## src/sv/tka_pkg.sv

```systemverilog
package tka_pkg;

   // Fixed field widths of the block.
   localparam int SCORE_W  = 32;
   localparam int CSR_K_W  = 4;
   localparam int APB_DW   = 32;
   localparam int APB_AW   = 2;

   // Defaults for the top-level parameters.
   localparam int MAX_K_DEF   = 8;
   localparam int MAX_LEN_DEF = 16384;

   // Reset value of the k_in_use register.
   localparam logic [CSR_K_W-1:0] K_RESET = 4'd3;

   // Byte addresses of the configuration registers.
   localparam logic [APB_AW-1:0] ADDR_K_IN_USE = 2'd0;

endpackage

```

## src/sv/tka_ins_cell.sv

```systemverilog
module tka_ins_cell
   import tka_pkg::*;
#(
   parameter int POS_W = 14
) (
   input  logic                      clock,
   input  logic                      reset,
   input  logic                      enable,
   input  logic                      clear,
   input  logic signed [SCORE_W-1:0] new_score,
   input  logic [POS_W-1:0]          new_pos,
   input  logic                      prev_gt,
   input  logic signed [SCORE_W-1:0] prev_score,
   input  logic [POS_W-1:0]          prev_pos,
   input  logic                      prev_valid,
   output logic                      gt,
   output logic signed [SCORE_W-1:0] score,
   output logic [POS_W-1:0]          pos,
   output logic                      valid,
   output logic signed [SCORE_W-1:0] nxt_score,
   output logic [POS_W-1:0]          nxt_pos,
   output logic                      nxt_valid
);

   logic signed [SCORE_W-1:0] score_ff;
   logic [POS_W-1:0]          pos_ff;
   logic                      valid_ff;

   // The new score displaces this entry only when strictly larger, so ties keep
   // the earlier position in front.
   assign gt = !valid_ff || (new_score > score_ff);

   // Shift in from the neighbor if the insertion point is above this cell,
   // take the new element if it lands here, else hold.
   always_comb begin
      nxt_score = score_ff;
      nxt_pos   = pos_ff;
      nxt_valid = valid_ff;
      if (prev_gt) begin
         nxt_score = prev_score;
         nxt_pos   = prev_pos;
         nxt_valid = prev_valid;
      end else if (gt) begin
         nxt_score = new_score;
         nxt_pos   = new_pos;
         nxt_valid = 1'b1;
      end
   end

   // Payload follows every accepted element; the end of a vector empties the cell.
   always_ff @(posedge clock) begin
      if (enable) begin
         score_ff <= nxt_score;
         pos_ff   <= nxt_pos;
      end
      if (reset) begin
         valid_ff <= 1'b0;
      end else if (enable) begin
         valid_ff <= clear ? 1'b0 : nxt_valid;
      end
   end

   assign score = score_ff;
   assign pos   = pos_ff;
   assign valid = valid_ff;

endmodule

```

## src/sv/tka_out_cell.sv

```systemverilog
module tka_out_cell
   import tka_pkg::*;
#(
   parameter int POS_W = 14
) (
   input  logic                      clock,
   input  logic                      reset,
   input  logic                      load,
   input  logic                      shift,
   input  logic signed [SCORE_W-1:0] load_score,
   input  logic [POS_W-1:0]          load_pos,
   input  logic                      load_valid,
   input  logic signed [SCORE_W-1:0] next_score,
   input  logic [POS_W-1:0]          next_pos,
   input  logic                      next_valid,
   output logic signed [SCORE_W-1:0] score,
   output logic [POS_W-1:0]          pos,
   output logic                      valid
);

   logic signed [SCORE_W-1:0] score_ff;
   logic [POS_W-1:0]          pos_ff;
   logic                      valid_ff;

   // A finished ranking is loaded in parallel and then moves toward the front
   // one entry per result transfer.
   always_ff @(posedge clock) begin
      if (load) begin
         score_ff <= load_score;
         pos_ff   <= load_pos;
      end else if (shift) begin
         score_ff <= next_score;
         pos_ff   <= next_pos;
      end
      if (reset) begin
         valid_ff <= 1'b0;
      end else if (load) begin
         valid_ff <= load_valid;
      end else if (shift) begin
         valid_ff <= next_valid;
      end
   end

   assign score = score_ff;
   assign pos   = pos_ff;
   assign valid = valid_ff;

endmodule

```

## src/sv/top_k_argmax.sv

```systemverilog
// The first result of a vector is valid in the cycle after its last element's transfer.
// One element per cycle while req_ready is high, set by the compare-and-shift insertion cell chain.
// A vector emits k results from a separate output shift chain, one per cycle while rsp_ready
// is high; the next vector's elements stream in meanwhile, only its last element waits for
// that chain to drain. Reset (synchronous, active high) empties both chains, zeroes the
// position count and sets k_in_use to 3.
module top_k_argmax
   import tka_pkg::*;
#(
   parameter int MAX_K   = MAX_K_DEF,
   parameter int MAX_LEN = MAX_LEN_DEF,
   localparam int POS_W  = $clog2(MAX_LEN),
   localparam int KW     = $clog2(MAX_K + 1)
) (
   input  logic                      clock,
   input  logic                      reset,
   input  logic                      req_valid,
   output logic                      req_ready,
   input  logic signed [SCORE_W-1:0] req_score,
   input  logic                      req_end_of_vector,
   output logic                      rsp_valid,
   input  logic                      rsp_ready,
   output logic [POS_W-1:0]          rsp_position,
   output logic signed [SCORE_W-1:0] rsp_top_score,
   output logic                      rsp_slot_filled,
   output logic                      rsp_last_rank,
   input  logic                      psel,
   input  logic                      penable,
   input  logic                      pwrite,
   input  logic [APB_AW-1:0]         paddr,
   input  logic [APB_DW-1:0]         pwdata,
   output logic [APB_DW-1:0]         prdata,
   output logic                      pready
);

   logic [CSR_K_W-1:0] k_ff;
   logic [POS_W-1:0]   count_ff;
   logic [KW-1:0]      remain_ff;
   logic [KW-1:0]      k_eff;

   logic req_xfer, rsp_xfer, end_xfer, pop_last;

   logic                      ins_gt     [MAX_K];
   logic signed [SCORE_W-1:0] ins_score  [MAX_K];
   logic [POS_W-1:0]          ins_pos    [MAX_K];
   logic [MAX_K-1:0]          ins_valid;
   logic signed [SCORE_W-1:0] ins_nscore [MAX_K];
   logic [POS_W-1:0]          ins_npos   [MAX_K];
   logic                      ins_nvalid [MAX_K];

   logic signed [SCORE_W-1:0] out_score  [MAX_K];
   logic [POS_W-1:0]          out_pos    [MAX_K];
   logic                      out_valid  [MAX_K];

   // Handshake terms.
   assign rsp_valid = (remain_ff != '0);
   assign rsp_xfer  = rsp_valid && rsp_ready;
   assign pop_last  = rsp_xfer && (remain_ff == KW'(1));
   assign req_ready = !req_end_of_vector || !rsp_valid || pop_last;
   assign req_xfer  = req_valid && req_ready;
   assign end_xfer  = req_xfer && req_end_of_vector;

   // Configuration register write and read.
   always_ff @(posedge clock) begin
      if (reset) begin
         k_ff <= K_RESET;
      end else if (psel && penable && pwrite && (paddr == ADDR_K_IN_USE)) begin
         k_ff <= pwdata[CSR_K_W-1:0];
      end
   end

   assign pready = 1'b1;
   assign prdata = (paddr == ADDR_K_IN_USE) ? APB_DW'(k_ff) : '0;

   // Clamp the rank count to 1..MAX_K.
   always_comb begin
      if (k_ff == '0) begin
         k_eff = KW'(1);
      end else if (32'(k_ff) > 32'(MAX_K)) begin
         k_eff = KW'(MAX_K);
      end else begin
         k_eff = KW'(k_ff);
      end
   end

   // Position within the vector, saturating at the top of its range.
   always_ff @(posedge clock) begin
      if (reset) begin
         count_ff <= '0;
      end else if (end_xfer) begin
         count_ff <= '0;
      end else if (req_xfer && (count_ff != POS_W'(MAX_LEN - 1))) begin
         count_ff <= count_ff + POS_W'(1);
      end
   end

   // Number of results still to deliver for the loaded ranking.
   always_ff @(posedge clock) begin
      if (reset) begin
         remain_ff <= '0;
      end else if (end_xfer) begin
         remain_ff <= k_eff;
      end else if (rsp_xfer) begin
         remain_ff <= remain_ff - KW'(1);
      end
   end

   // Insertion chain and output chain, one cell of each per rank.
   for (genvar i = 0; i < MAX_K; i++) begin : g_rank
      logic                      p_gt;
      logic signed [SCORE_W-1:0] p_score;
      logic [POS_W-1:0]          p_pos;
      logic                      p_valid;
      logic signed [SCORE_W-1:0] n_score;
      logic [POS_W-1:0]          n_pos;
      logic                      n_valid;

      if (i == 0) begin : g_head
         assign p_gt    = 1'b0;
         assign p_score = '0;
         assign p_pos   = '0;
         assign p_valid = 1'b0;
      end else begin : g_body
         assign p_gt    = ins_gt[i-1];
         assign p_score = ins_score[i-1];
         assign p_pos   = ins_pos[i-1];
         assign p_valid = ins_valid[i-1];
      end

      if (i == MAX_K - 1) begin : g_tail
         assign n_score = '0;
         assign n_pos   = '0;
         assign n_valid = 1'b0;
      end else begin : g_mid
         assign n_score = out_score[i+1];
         assign n_pos   = out_pos[i+1];
         assign n_valid = out_valid[i+1];
      end

      tka_ins_cell #(.POS_W(POS_W)) u_ins (
         .clock      (clock),
         .reset      (reset),
         .enable     (req_xfer),
         .clear      (req_end_of_vector),
         .new_score  (req_score),
         .new_pos    (count_ff),
         .prev_gt    (p_gt),
         .prev_score (p_score),
         .prev_pos   (p_pos),
         .prev_valid (p_valid),
         .gt         (ins_gt[i]),
         .score      (ins_score[i]),
         .pos        (ins_pos[i]),
         .valid      (ins_valid[i]),
         .nxt_score  (ins_nscore[i]),
         .nxt_pos    (ins_npos[i]),
         .nxt_valid  (ins_nvalid[i])
      );

      tka_out_cell #(.POS_W(POS_W)) u_out (
         .clock      (clock),
         .reset      (reset),
         .load       (end_xfer),
         .shift      (rsp_xfer),
         .load_score (ins_nscore[i]),
         .load_pos   (ins_npos[i]),
         .load_valid (ins_nvalid[i]),
         .next_score (n_score),
         .next_pos   (n_pos),
         .next_valid (n_valid),
         .score      (out_score[i]),
         .pos        (out_pos[i]),
         .valid      (out_valid[i])
      );
   end

   // Front of the output chain; empty ranks read as zero.
   assign rsp_slot_filled = out_valid[0];
   assign rsp_position    = out_valid[0] ? out_pos[0] : '0;
   assign rsp_top_score   = out_valid[0] ? out_score[0] : '0;
   assign rsp_last_rank   = (remain_ff == KW'(1));

   // Filled slots of the insertion chain always form a prefix from rank zero.
   a_ins_prefix: assert property (@(posedge clock) disable iff (reset)
      ((ins_valid & (ins_valid + MAX_K'(1))) == '0))
      else $error("insertion chain has a hole");

   // A last element is taken while results are pending only as the final one leaves.
   a_no_overrun: assert property (@(posedge clock) disable iff (reset)
      (end_xfer && rsp_valid) |-> pop_last)
      else $error("ranking loaded over undelivered results");

   // The end of a vector always starts a run of results in the next cycle.
   a_run_starts: assert property (@(posedge clock) disable iff (reset)
      end_xfer |=> (rsp_valid && (remain_ff == $past(k_eff))))
      else $error("result run did not start");

   // A pending run never exceeds the number of ranks.
   a_remain_range: assert property (@(posedge clock) disable iff (reset)
      (32'(remain_ff) <= 32'(MAX_K)))
      else $error("result count out of range");

endmodule
```

## config.mk

```make
export PLATFORM = sky130hd
export DESIGN_NAME = top_k_argmax
export DESIGN_NICKNAME = d
export VERILOG_FILES = /design/src/sv/tka_pkg.sv /design/src/sv/tka_ins_cell.sv /design/src/sv/tka_out_cell.sv /design/src/sv/top_k_argmax.sv
export SDC_FILE = /design/constraint.sdc
export NUM_CORES = 2
export LEC_CHECK = 0
export BUFFER_PORTS_ARGS = -buffer_cell sky130_fd_sc_hd__buf_4
export CAP_MARGIN = 25
export CORE_MARGIN = 10
export CORE_UTILIZATION = 40
export CTS_CLUSTER_DIAMETER = 30
export CTS_CLUSTER_SIZE = 24
export DETAILED_ROUTE_END_ITERATION = 8
export GPL_ROUTABILITY_DRIVEN = 1
export MAX_ROUTING_LAYER = met4
export SLEW_MARGIN = 20
export SYNTH_ARGS = -nofsm -noshare
export SYNTH_HDL_FRONTEND = slang
export SYNTH_SLANG_ARGS = --single-unit
```

## constraint.sdc

```tcl
create_clock -name clock -period 21.9 [get_ports clock]
set_clock_uncertainty 0.2 [all_clocks]
set_input_delay 2.19 -clock clock [delete_from_list [all_inputs] [get_ports clock]]
set_output_delay 2.19 -clock clock [all_outputs]
set_load 0.05 [all_outputs]
```

* Word level (Yosys, flattened, before mapping)
Index checks and enable logic that the tools add are counted.
** Storage, ports and cells
- Register bits after elaboration :: 774
- Output and inout bits :: 83
** Cells by class
- Muxes and demuxes :: 108
- Add/sub/neg operators :: 2
- Reduce and logical (&&, ||, !) cells :: 33
- Order comparisons :: 9
- Equal/unequal tests :: 2
** Operator list (count)
- $mux 32 :: 32
- $mux 14 :: 32
- $gt 32x32->1 :: 8
- $mux 1 :: 39
- $mux 4 :: 5
- $add 14x1->14 const B :: 1
- $ne 14x14->1 const B :: 1
- $logic_not 1->1 :: 10
- $logic_or 1x1->1 :: 10
- $logic_and 1x1->1 :: 8
- $eq 4x1->1 const B :: 1
- $gt 4x4->1 const B :: 1
- $logic_not 4->1 :: 1
- $reduce_bool 4->1 :: 1
- $sub 4x1->4 const B :: 1
- $logic_not 2->1 :: 1
- $reduce_bool 2->1 :: 1
- $reduce_or 2->1 :: 1

* Depth between registers and ports, before layout
- Depth in word-level cells :: 7
- Depth in mapped cells :: 13

* Hierarchy
Synthesis repeated with hierarchy kept, for this count alone.
** Second synthesis, totals
- Cell total of the unflattened synthesis :: 3881
- Area total of the unflattened synthesis :: 47463.0 um^2
** By module, submodules not included
- tka_ins_cell :: times used 8, cells each 354, area each 3692.3 um^2
- tka_out_cell :: times used 8, cells each 103, area each 2025.7 um^2
- top_k_argmax :: times used 1, cells each 225, area each 1719.1 um^2

* Least setup slack after synthesis
OpenSTA, ideal clock, no wires.
- Kind :: input to register
- From :: input rsp_ready
- To :: register g_rank[0].u_out.pos_ff[0], enable pin
- Stages :: 10
- Buffers on the path :: 4
- Arrival :: 17.143 ns
- Data required time :: 20.953 ns
- Setup slack :: 3.810 ns
- Cell sequence :: buf_2 -> a21oi_1 -> o31ai_2 -> nand2_1 -> inv_1 -> buf_2 -> nand2_1 -> clkbuf_1 -> clkbuf_1 -> nand2_1
** Between the ends
- Longest elaborated chain between the ends :: 6
** Ends and longest elaborated chain
- start: declaration :: RTL line top_k_argmax.sv:22 : input logic rsp_ready,
- $logic_and 1x1->1 :: RTL line top_k_argmax.sv:57 : assign rsp_xfer = rsp_valid && rsp_ready;
- $logic_and 1x1->1 :: RTL line top_k_argmax.sv:58 : assign pop_last = rsp_xfer && (remain_ff == KW'(1));
- $logic_or 1x1->1 :: RTL line top_k_argmax.sv:59 : assign req_ready = !req_end_of_vector || !rsp_valid || pop_last;
- via req_ready :: RTL line top_k_argmax.sv:18 : output logic req_ready,
- $logic_and 1x1->1 :: RTL line top_k_argmax.sv:60 : assign req_xfer = req_valid && req_ready;
- via g_rank[0].u_ins.enable :: RTL line tka_ins_cell.sv:8 : input logic enable,
- $logic_and 1x1->1 :: RTL line top_k_argmax.sv:61 : assign end_xfer = req_xfer && req_end_of_vector;
- $reduce_bool 2->1 (no line)
- end signal: assignment :: RTL line tka_out_cell.sv:30 : pos_ff <= load_pos;
- end signal: assignment :: RTL line tka_out_cell.sv:33 : pos_ff <= next_pos;
- end: declaration :: RTL line tka_out_cell.sv:22 : logic [POS_W-1:0] pos_ff;
The timed path passes the listed nets, and every way through them passes these cells.
A chain may end at the register's enable or synchronous reset.

* Worst setup path after layout
- From :: input req_score[29]
- To :: register g_rank[0].u_out.score_ff[30] (data pin)
** Between the ends
- Longest elaborated chain between the ends :: 4
** Ends and longest elaborated chain
- start: declaration :: RTL line top_k_argmax.sv:19 : input logic signed [SCORE_W-1:0] req_score,
- $gt 32x32->1 :: RTL line tka_ins_cell.sv:31 : assign gt = !valid_ff || (new_score > score_ff);
- $logic_or 1x1->1 :: RTL line tka_ins_cell.sv:31
- $mux 32 :: RTL line tka_ins_cell.sv:43 : end else if (gt) begin
- via g_rank[0].u_ins.nxt_score[30] :: RTL line tka_ins_cell.sv:20 : output logic signed [SCORE_W-1:0] nxt_score,
- $mux 32 :: RTL line tka_out_cell.sv:28 : if (load) begin
- end signal: assignment :: RTL line tka_out_cell.sv:29 : score_ff <= load_score;
- end signal: assignment :: RTL line tka_out_cell.sv:32 : score_ff <= next_score;
- end: declaration :: RTL line tka_out_cell.sv:21 : logic signed [SCORE_W-1:0] score_ff;
The timed path passes the listed nets, and every way through them passes these cells.

==> results.md <==
- Outcome: completed
- Pin count of the biggest net entering global routing: 185
- Final Cycle Share: 30.8%
- Top post-synthesis cells by area: edfxtp_1 (50%), ha_1 (7.3%), mux2i_1 (6.3%)
- Post-synth top flop: edfxtp_1
- Initial antenna violation count: 5
- Starting Density: 40.2%
- # rows: 122
- PwrDens: 116 nW/um^2
- Overflow after GRT: 0
- Leakage: 20.6 nW
- Slowest CP cell: buf_4
- Area Overhead vs Synth: 18.1%
- CTS tree: yes
- Hpwl dp: 73,800 um
- Setup bufs post-CTS: 0
- PostCTS Resize Cnt: 0
- Port Buffer Count: 99
- Most common cell after layout, fill and taps aside: edfxtp_1
- Chip height: 354 um
- WL/cell: 20.9 um
- Commonest non-fill, non-tap cells in the layout: edfxtp_1 (736), a21oi_1 (443), nor2_1 (392), nand2_1 (335), inv_1 (286)
- FF-to-FF Start: g_rank[0].u_ins.score[29]
- Vias in the first global route: 32,900
- Drt first pass iters: 6
- Area of the multi-input gates: 19,100 sq um
- Total GRT Usage: 19.6%
- Min Hold Slack: 0.267 ns
- Die X: 354 um
- Final Hold Violating Endpoints: 0
- Crit path launch: req_score[29]
- First-pass GRT wire length: 190,000 um
- Rel. slew slack: 28.2%
- Antenna Nets Post-Route: 0
- # setup viols final: 0
- Tmin final: 6.75 ns
- CP delay by family, top: compound AO/OA/AOI/OAI gates
- Post-synth ARST share: 0%
- FMAX: 148 MHz
- Post-Synthesis Cell Area: 44,500 sq um
- Setup slack at placement: 14.39 ns
- CP peak stage delay: 0.80 ns
- Vias/cell: 5.57
- Clk_lat worst skew: 0.78 ns
- RSZ-0062 raised after global routing: no
- Netlist cell types: 79
- Final Max Tran Viols: 0
- Post-synth EDFFs: 736
- Number of fill cells: 10,100
- Worst Path Arrival: 7.05 ns
- Register area: 22,900 sq um
- Min-Delay Path Class: reg2reg
- Tightest Pin Transition: 1.08 ns
- Crit-path most repeated cell: buf_4
- Drt total wl: 122,000 um
- Gpl congestion: 0.840
- Hold Crit Start: g_rank[7].u_out.valid
- Residual DRC: 0
- Startpoint Class: input port
- Max rail drop VDD: 64.9 uV
- Setup TNS Final: 0 ns
- Post-synth top area share: 49.6%
- Register bit total from synthesis: 774
- Seq/Total Area, Yosys: 51.3%
- TritonCTS buffer count: 192
- Final WS setup: 15.15 ns
- Share of cells above drive strength 1: 15.3%
- Crit-path max FO: 59
- Nets: 4,526
- Total power: 6.12 mW
- Cell count after synthesis: 4,149
- Hold Buf Count CTS: 0
- Worst Path Buf+Inv: 3
- MaxCap Viol Count: 0
- Htree depth: 4
- # IOs: 157
- Sink Count: 774
- Req. time, crit path: 22.20 ns
- Fin util: 47.5%
- Die area: 125,000 sq um
- Warning count from the yosys run: 0
- Clock Tree Root: clkbuf_16
- Core area: 111,000 sq um
- Initial DRC Count: 2,640
- CP endpoint kind: register
- Yosys top cell by area: edfxtp_1
- Clock tree buffer depth: 3
- Post-Syn Area per Cell: 10.7 sq um
- Worst path cell trace: buf_4 > ha_1 > a21o_1 > a31oi_1 > o211ai_1 > o31ai_2 > nor2_1 > o31ai_4 > buf_4 > buf_4 > mux2_2 > mux2_2
- Routed vias: 32,600
- Critical setup path kind: in2reg
- Clock transition at the registers of the reported paths: 0.05 ns
cell usage after synthesis (52+ instances only):
cell type	count
a211oi_1	64
clkbuf_1	117
buf_2	126
ha_1	259
mux2i_1	282
o211ai_1	121
nand2_1	341
o21ai_0	161
nand3_1	168
buf_4	52
nor2_1	392
a21oi_1	444
nand4_1	52
mux2_2	93
inv_1	287
edfxtp_1	736
and2_1	66
through the flow:
stage	std cells	area [sq um]
after CTS	5841	52600
after global placement	5486	46000
after floorplan	4176	44600
after detailed placement	5487	46100
final	5846	52600
after global routing	5845	52600
cell type report:
cell class,count,area share (%)
well taps,1488,3.54
diodes,5,0.0238
inverters,287,2.06
flip-flops and latches,774,43.5
multi-input cells,2787,36.3
clock inverters,141,3.00
repair buffers,151,2.24
clock buffers,213,9.38
metal layers:
metal / vias up / routed length [um] / part of all wire [%] / GRT usage [%]
li1: 15400 / - / - / -
met1: 16000 / 54600 / 45 / 25.3
met2: 956 / 55400 / 45 / 30.0
met3: 235 / 8150 / 6.7 / 3.97
met4: 0 / 4070 / 3.3 / 7.74
met5: - / 0 / 0 / -
flip-flops by register name, indices dropped and copies added, names as in the netlist:
signal              cells
g_rank.u_ins.score    256
g_rank.u_out.score    256
g_rank.u_ins.pos      112
g_rank.u_out.pos      112
count_ff               14
g_rank.u_ins.valid      8
g_rank.u_out.valid      8
k_ff                    4
remain_ff               4
path summary, 6_finish.rpt:
check	cells past startpoint	slack, ns	to
setup / recovery	12	15.15	g_rank[0].u_out.score[30]
hold / removal	2	0.27	g_rank[7].u_out.valid
setup reg to reg	12	16.27	g_rank[0].u_out.score[30]
hold reg to reg	2	0.27	g_rank[7].u_out.valid
power by group:
| part | switching (mW) | total, mW | internal, mW |
|---|---|---|---|
| registers | 0.146 | 2.25 | 2.11 |
| clock network | 0.935 | 2.84 | 1.90 |
| logic | 0.683 | 1.03 | 0.348 |
worst register-to-register path, cell delays in order (launching register included):
cell and delay (ns):
edfxtp_1 0.39, inv_1 0.15, ha_1 0.27, a21o_1 0.17
a31oi_1 0.65, o211ai_1 0.52, o31ai_2 0.48, nor2_1 0.13
o31ai_4 0.26, buf_4 0.54, buf_4 0.81, mux2_2 0.45
mux2_2 0.34
cell families (layout without fill, tap and decap cells):
group / count (synthesis) / after routing / share of synthesized area, %
other: 2 / 34 / 0.0169
xor gates and xnor gates: 13 / 13 / 0.256
DFF: 774 / 774 / 51.3
AOI/OAI and AO/OA: 1018 / 1018 / 15.2
buffers and inverters: 615 / 792 / 6.33
muxes: 375 / 375 / 8.69
adders and majority gates: 259 / 259 / 7.28
and+or+nand+nor: 1093 / 1093 / 10.9
Power figures use the tool's default switching activity.
